<file path="src/hw/rtl/pa_pkg.sv">
`timescale 1ns / 1ps

package pa_pkg;

    typedef enum logic [1:0] {
        CMD_ALLOC   = 2'd0,
        CMD_FREE    = 2'd1,
        CMD_ADD_REF = 2'd2,
        CMD_INIT    = 2'd3
    } cmd_t;

    typedef enum logic [2:0] {
        RES_ALLOCATED   = 3'd0,
        RES_EMPTY       = 3'd1,
        RES_RELEASED    = 3'd2,
        RES_DECREMENTED = 3'd3,
        RES_REF_ADDED   = 3'd4,
        RES_REJECTED    = 3'd5,
        RES_INIT_DONE   = 3'd6
    } status_t;

    localparam logic REG_REGION_START = 1'b0;
    localparam logic REG_REGION_END   = 1'b1;

    localparam logic [31:0] REGION_START_RESET = 32'h8000_0000;
    localparam logic [31:0] REGION_END_RESET   = 32'h8800_0000;
    localparam logic [31:0] INDEX_MASK         = 32'h07ff_ffff;
    localparam logic [15:0] REF_MAX            = 16'hffff;

    // controller -> datapath
    typedef struct packed {
        logic load_item;   // input transfer, launch memory reads
        logic exec;        // apply alloc/free/add_ref and load the result
        logic clr_step;    // zero one count entry
        logic init_start;  // empty the list, load the push pointer
        logic push_step;   // push one region page
        logic emit_init;   // load the init-done result
    } ctrl_t;

    // datapath -> controller
    typedef struct packed {
        logic clr_last;
        logic push_more;
        logic out_free;
    } stat_t;

endpackage

</file>
<file path="src/hw/rtl/pa_ctrl.sv">
`timescale 1ns / 1ps

module pa_ctrl (
    input  logic              aclk,
    input  logic              aresetn,
    input  logic              s_valid,
    input  logic [1:0]        s_command,
    input  pa_pkg::stat_t     stat,
    output pa_pkg::ctrl_t     ctrl,
    output logic              s_ready
);

    typedef enum logic [2:0] {
        S_RST_CLR,
        S_IDLE,
        S_EXEC,
        S_INIT_CLR,
        S_INIT_PUSH
    } state_t;

    state_t state_reg;
    state_t state_next;

    always_comb begin
        state_next = state_reg;
        ctrl       = '0;
        s_ready    = 1'b0;
        unique case (state_reg)
            S_RST_CLR: begin
                ctrl.clr_step = 1'b1;
                if (stat.clr_last) begin
                    state_next = S_IDLE;
                end
            end
            S_IDLE: begin
                s_ready = 1'b1;
                if (s_valid) begin
                    ctrl.load_item = 1'b1;
                    if (s_command == pa_pkg::CMD_INIT) begin
                        ctrl.init_start = 1'b1;
                        state_next      = S_INIT_CLR;
                    end else begin
                        state_next = S_EXEC;
                    end
                end
            end
            S_EXEC: begin
                if (stat.out_free) begin
                    ctrl.exec  = 1'b1;
                    state_next = S_IDLE;
                end
            end
            S_INIT_CLR: begin
                ctrl.clr_step = 1'b1;
                if (stat.clr_last) begin
                    state_next = S_INIT_PUSH;
                end
            end
            S_INIT_PUSH: begin
                if (stat.push_more) begin
                    ctrl.push_step = 1'b1;
                end else if (stat.out_free) begin
                    ctrl.emit_init = 1'b1;
                    state_next     = S_IDLE;
                end
            end
            default: begin
                state_next = S_RST_CLR;
            end
        endcase
    end

    always_ff @(posedge aclk) begin
        if (!aresetn) begin
            state_reg <= S_RST_CLR;
        end else begin
            state_reg <= state_next;
        end
    end

endmodule

</file>
<file path="config.mk">
export PLATFORM = sky130hd
export DESIGN_NAME = pa_ctrl
export DESIGN_NICKNAME = d
export VERILOG_FILES = /design/src/hw/rtl/pa_pkg.sv /design/src/hw/rtl/pa_ctrl.sv
export SDC_FILE = /design/constraint.sdc
export NUM_CORES = 1
export LEC_CHECK = 0
export BUFFER_PORTS_ARGS = -buffer_cell sky130_fd_sc_hd__buf_4
export CORE_AREA = 3 3 40 42
export DETAILED_ROUTE_END_ITERATION = 16
export DIE_AREA = 0 0 43 45
export HOLD_SLACK_MARGIN = 0.08
export PLACE_DENSITY = 0.47
export SLEW_MARGIN = 20
export SYNTH_ARGS = -nofsm -noshare
export SYNTH_HDL_FRONTEND = slang
export SYNTH_SLANG_ARGS = --single-unit
</file>
<file path="constraint.sdc">
create_clock -name aclk -period 1.1 [get_ports aclk]
set_clock_uncertainty 0.05 [all_clocks]
set_input_delay 0.055 -clock aclk [delete_from_list [all_inputs] [get_ports aclk]]
set_output_delay 0.055 -clock aclk [all_outputs]
set_load 0.02 [all_outputs]
</file>
== Yosys cells after proc, flatten, opt, wreduce, memory -nomap -nowiden ==
Index checks and enable logic that the tools add are counted.

* Flip-flop bits (word level): 3
* Input bits: 8
* Output and inout bits: 7
* Word-level logic and storage cells: 32

* Eq/ne operators: 9
* Mux-type cells: 19
* Reduce and logical (&&, ||, !) cells: 3

{| class="wikitable"
|+ Operators by type and width
! operator !! count
|-
| 2-to-1 mux 3 bit || 5
|-
| one-hot mux 3 bit (5 select lines) || 1
|-
| 2-to-1 mux 1 bit || 12
|-
| != test 2 bit, second input constant || 4
|-
| == test 3 x 2 -> 1 bit, second input constant || 2
|-
| AND reduction 4 bit || 1
|-
| == test 3 x 1 -> 1 bit, second input constant || 1
|-
| == test 3 bit, second input constant || 1
|-
| logical NOT 3 bit || 1
|-
| == test 2 bit, second input constant || 1
|-
| 2-to-1 mux 2 bit || 1
|-
| OR reduction 2 bit || 1
|}

== Logic depth before layout (Yosys ltp) ==
Gate-level depths: netlist of the first run.

* Depth after elaboration: 4
* Gate-level depth with buffers: 4
* Mapped depth without buffers: 3

== Least setup slack after synthesis of the first run ==
No wires, ideal clock.

* Path kind: reg2out
* From: register state_reg[0]
* To: output port ctrl[2] (netlist bit)
* Data arrival time: 1.646 ns
* Data required time: 0.995 ns
* Path slack: -0.651 ns
* Cell stages (with the launch flop): 5
* Buffers on the path: 1
* Path through: dfxtp_1 -> buf_4 -> nor3b_1 -> and2_1 -> and3_1

{| class="wikitable"
|+ RTL lines
! item !! line !! RTL
|-
| start: declaration || pa_ctrl.sv:21 || <nowiki>state_t state_reg;</nowiki>
|-
| start signal: assignment || pa_ctrl.sv:77 || <nowiki>state_reg <= state_next;</nowiki>
|-
| end: declaration || pa_ctrl.sv:9 || <nowiki>output pa_pkg::ctrl_t ctrl,</nowiki>
|}

==> results of run 1 <==
logic make-up after synthesis:
| group | after synthesis |
|---|---|
| buffers and inverters | 6 |
| AND/OR/NAND/NOR | 15 |
| AO/OA/AOI/OAI | 8 |
| flip-flops | 3 |
| multiplexers | 1 |
final timing paths:
kind / from / to / slack, ns / depth (start not counted)
hold / removal: stat[2] / state_reg[2]$_SDFFE_PN0P_ / 0.09 / 3
setup reg to reg: state_reg[0]$_SDFFE_PN0P_ / state_reg[1]$_SDFFE_PN0P_ / -0.03 / 5
hold reg to reg: state_reg[2]$_SDFFE_PN0P_ / state_reg[1]$_SDFFE_PN0P_ / 0.56 / 2
setup / recovery: state_reg[0]$_SDFFE_PN0P_ / ctrl[2] / -0.21 / 4
cell type report:
| type | count | share of cell area [%] |
|---|---|---|
| timing repair buffer | 25 | 39.3 |
| multi-input combinational | 24 | 38.0 |
| sequential | 3 | 12.5 |
| clock buffer | 4 | 4.77 |
| tap | 15 | 3.41 |
| inverter | 3 | 2.05 |
power by group through the flow:
stage / Clock (mW) / Sequential [mW] / Combinational, mW
6_report: 0.196 / 0.128 / 0.201
5_1_grt: 0.220 / 0.129 / 0.215
4_1_cts: 0.202 / 0.127 / 0.185
3_5_place_dp: 0 / 0.130 / 0.160
3_3_place_gp: 0 / 0.131 / 0.161
2_1_floorplan: 0 / 0.121 / 0.101
per-layer routing:
metal / vias up / share of wire (%)
li1: 175 / -
met1: 154 / 45
met2: 16 / 44
met3: 2 / 8.3
met4: 0 / 2.5
met5: - / 0
cell usage in the layout, fill, tap and decap left out:
cell,count
a21boi_0,1
a21boi_1,1
a21oi_1,1
a22oi_1,1
and2_4,1
and2b_2,1
and3_4,2
and4_4,1
buf_4,17
buf_6,7
clkbuf_1,1
clkbuf_4,3
dfxtp_2,1
dfxtp_4,2
dlygate4sd3_1,1
inv_1,2
inv_2,1
mux2i_1,1
nand2b_1,1
nand3_1,1
nand4_1,1
nor2_1,1
nor2_4,1
nor3_2,1
nor3b_1,1
nor3b_4,1
nor4_2,1
o2111a_1,1
o2111ai_1,1
o21ai_0,2
or3b_1,1
worst reg2reg max path: cells and delay by family (launching register included):
family	cells	cell delay [ns]
multiplexers	1	0.14
flip-flops	1	0.35
buffers and inverters	2	0.23
AO/OA/AOI/OAI	1	0.09
AND/OR/NAND/NOR	1	0.18
what timing repair did:
action | CTS | global route
cloned | 0 | 0
buffers inserted | 2 | 1
gates resized for setup | 10 | 8
endpoints found under the hold margin | 3 | 0
hold buffers | 1 | 0
pin swaps | 3 | 4
setup endpoints to repair | 10 | 10
==> impl_metrics.ini, run 1 <==
[pwr]
switching_share_pct = 29.1
power.leakage_nw = 0.238
relative_contribution_of_sequential_cells_to_total_power_pct = 24.4
power.density_cell_area_nw_per_um2 = 952
fin_total_pwr_mw = 0.524
power.ir.vdd_worst_mv = 0.341
p_comb_share_pct = 38.3
p_switching_mw = 0.153
intPower_mw = 0.371
p_clk_share_pct = 37.3

[synthesis]
netlist-cell-type-count = 24
post_synth_instance_area_um2 = 260
ys_dominant_reg_cell = dfxtp_1
synth_cells = 33
share_of_flip_flops_with_an_asynchronous_set_or_reset_pct = 0
avgSynthCellArea_um2 = 7.89
synth.net_count = 41
synth.top_cells.by_area = dfxtp_1, a21boi_0, nor3b_1, and3_1, buf_6
fraction_of_the_mapped_netlist_area_in_adder_cells_pct = 0
synth_top_family_by_area = simple AND/OR/NAND/NOR gates
post_synth_and_or_nand_nor_area_fraction_pct = 37.5
number_of_warnings_printed_during_yosys_synthesis = 0
post_synth_most_frequent_cells = dfxtp_1, inv_1
number_of_enable_flip_flop_cells_after_synthesis = 0
yosysSeqAreaShare_pct = 23.1
cell_taking_the_most_area_after_synthesis = dfxtp_1
post-synth-top-area-fraction_pct = 23.1
synth-compound-area-share_pct = 22.1
synthMuxAreaShare_pct = 3.85
synthXorXnorAreaFrac_pct = 0
synth-seq-cells = 3

[setup_path]
crit_family = simple AND/OR/NAND/NOR gates
required_ns = 1.00
wp_data_arrival_ns = 1.21
critical_path.max_stage_delay_ns = 0.36
setup.worst_path.class = reg2out
cpMaxStageDelayCell = dfxtp_4
start_kind = register
cp-end-kind = output pin
crit_fanout = 5
path_cells = nor3b_4, and2_4, and3_4, buf_6
critical_path_buf_inv_count = 1

[die]
row_count = 13
chipWidth_um = 43
io_pins = 15
die_height_um = 45
die_area_um2 = 1940
core_region_area_um2 = 1280
floorplan.initialDensity_pct = 20.3

[sta]
setup_ws_final_ns = -0.212
fin_crit_ns = 1.31
holdWs_ns = 0.0937
report.final.setup_viol = 8
report.final.hold_viol_count = 0
worst_slew_pin_slew_ns = 0.200
fin_tns_setup_ns = -0.946
timing.final.crit_share_pct = 119
final-max-slew-violation-count = 0
rsz0062_at_grt = true
max_freq_mhz = 762
slew_headroom_pct = 86.6

[finish]
multiInputGateArea_um2 = 209
final-seq-area_um2 = 68.8
finalCoreUtilization_pct = 42.8
postLayoutCellArea_um2 = 551
fraction_of_final_layout_cells_with_drive_strength_greater_than_1_pct = 67.8
finished_layout_cells = 74
largest_register_ffs = 3
layout.filler_cells = 128
nets = 68
diodes = 0
layout-area-overhead-vs-synth_pct = 112

[grt]
grt_first_pass_wirelength_mm = 1.34
globalRoute.totalOverflow = 0
gr-usage-met1_pct = 12.0
grt_pass1_vias = 336
met3_layer_usage_reported_by_global_route_pct = 3.19
initial_antenna_violation_count = 0
grt_start_max_net_pins = 8
grt_use_met2_pct = 12.9
global_route.usage.total_pct = 9.65
busiest_layer = met2

[placed_design]
io_buffer_count = 14
globalplace.congestion = 0.774
post_dp_cell_area_um2 = 447
place_hpwl_um = 610
placedCellCount = 67
pre_cts_ws_ns = -0.0899

[clocking]
h-tree-depth = 1
tritoncts_num_sinks = 3
ctsLongestPathBuffers = 2
clk_transition_reported_paths_ns = 0.04
cts_root_buffer = clkbuf_4
cts_made_buffers = 3
worstSkewPairLatency_ns = 0.24
cts_tree = done

[route]
drtIter0Drc = 8
wirelength_um = 816
drt_pass1_iterations = 4
dr_total_vias = 347
detail_route.drc_violations = 0
wl_per_cell_um = 11.0
ant_nets_after_route = 0
post_drt_via_cell_ratio = 4.69

[outcome]
violated_checks = setup timing
outcome = finished, violations left

[run]
timing.max_cap.violations = 0

[min_path]
hp-class = in2reg
(Power assumes the default switching activity.)
==> inputs of run 2 (changes only) <==
Settings changed: PLACE_DENSITY 0.47 to unset, PLACE_DENSITY_LB_ADDON set to 0.25.
==> impl_metrics.ini, run 2 (same netlist as run 1, synthesis figures left out) <==
[setup_path]
wp_data_arrival_ns = 1.23
crit_fanout = 3
critical_path_buf_inv_count = 1
crit_family = simple AND/OR/NAND/NOR gates
required_ns = 1.00
path_cells = nor3b_4, and2_4, and3_4, buf_6
setup.worst_path.class = reg2out
cp-end-kind = output pin
start_kind = register
critical_path.max_stage_delay_ns = 0.35
cpMaxStageDelayCell = dfxtp_4

[sta]
setup_ws_final_ns = -0.232
fin_crit_ns = 1.33
final-max-slew-violation-count = 0
slew_headroom_pct = 85.0
report.final.hold_viol_count = 0
worst_slew_pin_slew_ns = 0.223
max_freq_mhz = 751
report.final.setup_viol = 9
timing.final.crit_share_pct = 121
holdWs_ns = 0.102
rsz0062_at_grt = true

[finish]
layout.filler_cells = 129
most_frequent_cells_in_the_layout = buf_4, buf_6, clkbuf_4, dfxtp_4, and3_4
largest_register_ffs = 3
layout-area-overhead-vs-synth_pct = 141
layout_commonest_cell = buf_4
diodes = 0
fraction_of_final_layout_cells_with_drive_strength_greater_than_1_pct = 77.4
finished_layout_cells = 77
nets = 71

[die]
io_pins = 15
die_area_um2 = 1940
row_count = 13
floorplan.initialDensity_pct = 20.3
die_height_um = 45
chipWidth_um = 43
core_region_area_um2 = 1280

[route]
post_drt_via_cell_ratio = 4.73
dr_total_vias = 364
ant_nets_after_route = 0
drtIter0Drc = 4
wl_per_cell_um = 12.1
wirelength_um = 932
detail_route.drc_violations = 0
drt_pass1_iterations = 3

[grt]
busiest_layer = met2
globalRoute.totalOverflow = 0
gr-usage-met1_pct = 12.4
global_route.usage.total_pct = 11.3
grt_pass1_vias = 375
met3_layer_usage_reported_by_global_route_pct = 5.58
initial_antenna_violation_count = 0
grt_start_max_net_pins = 6
grt_use_met2_pct = 20.1
grt_first_pass_wirelength_mm = 1.62

[pwr]
power.density_cell_area_nw_per_um2 = 873
power.ir.vdd_worst_mv = 0.630
power.leakage_nw = 0.266

[clocking]
ctsLongestPathBuffers = 2
cts_root_buffer = clkbuf_4
clk_transition_reported_paths_ns = 0.04
tritoncts_num_sinks = 3
h-tree-depth = 1
cts_tree = done
cts_made_buffers = 3
worstSkewPairLatency_ns = 0.24

[min_path]
hp-class = in2reg

[placed_design]
globalplace.congestion = 0.742
placedCellCount = 66
place_hpwl_um = 618
pre_cts_ws_ns = -0.0730
io_buffer_count = 14

[outcome]
violated_checks = setup timing
outcome = finished, violations left

[run]
timing.max_cap.violations = 0
-- run 2: final timing paths --
kind                             start                         to  slack [ns]  cells after the start
max          state_reg[0]$_SDFFE_PN0P_                    ctrl[2]       -0.23                      4
min                            stat[2]  state_reg[2]$_SDFFE_PN0P_        0.10                      3
max reg2reg  state_reg[2]$_SDFFE_PN0P_  state_reg[0]$_SDFFE_PN0P_       -0.13                      4
min reg2reg  state_reg[2]$_SDFFE_PN0P_  state_reg[1]$_SDFFE_PN0P_        0.62                      3
-- run 2: layer usage --
metal  share of wire (%)  wire length [um]  vias up
li1                    -                 -      178
met2                  54               505       17
met1                  36               331      169
met4                   0                 0        0
met3                  10                95        0
met5                   0                 0        -
-- run 2: cell type report --
| type | instances | area [um^2] | share of cell area (%) |
|---|---|---|---|
| multi-input combinational | 24 | 238 | 37.9 |
| sequential | 3 | 71.3 | 11.4 |
| timing repair buffer | 28 | 254 | 40.5 |
| tap | 15 | 18.8 | 2.99 |
| clock buffer | 4 | 26.3 | 4.19 |
| inverter | 3 | 18.8 | 2.99 |
-- run 2: where the power goes --
group | internal [mW] | switching, mW
Clock | 0.136 | 0.0586
Combinational | 0.131 | 0.0980
Sequential | 0.114 | 0.00972
Total | 0.381 | 0.166
-- run 2: repair_timing --
item,4_1_cts,5_1_grt
setup buffers,6,2
gates resized for setup,24,10
endpoints found under the hold margin,3,0
pin swaps,8,7
endpoints found under the setup margin,10,10
hold buffers,1,0
-- run 2: worst register-to-register path, delay by kind of cell (launching register included) --
kind | cells | cell delay [ns]
buffers and inverters | 1 | 0.13
DFF | 1 | 0.35
and+or+nand+nor | 1 | 0.37
AOI/OAI and AO/OA | 2 | 0.28
-- run 2: through the flow --
step / power [mW] / setup TNS, ns / util, % / area [um^2]
after floorplan: 0.222 / -0.369 / - / 297
after global routing: 0.593 / -1.71 / 48.8 / 627
after CTS: 0.536 / -1.20 / 45.3 / 582
final: 0.547 / -1.16 / 48.8 / 627
after detailed placement: 0.292 / -0.252 / 34.2 / 439
after global placement: 0.293 / -0.209 / 34.2 / 439
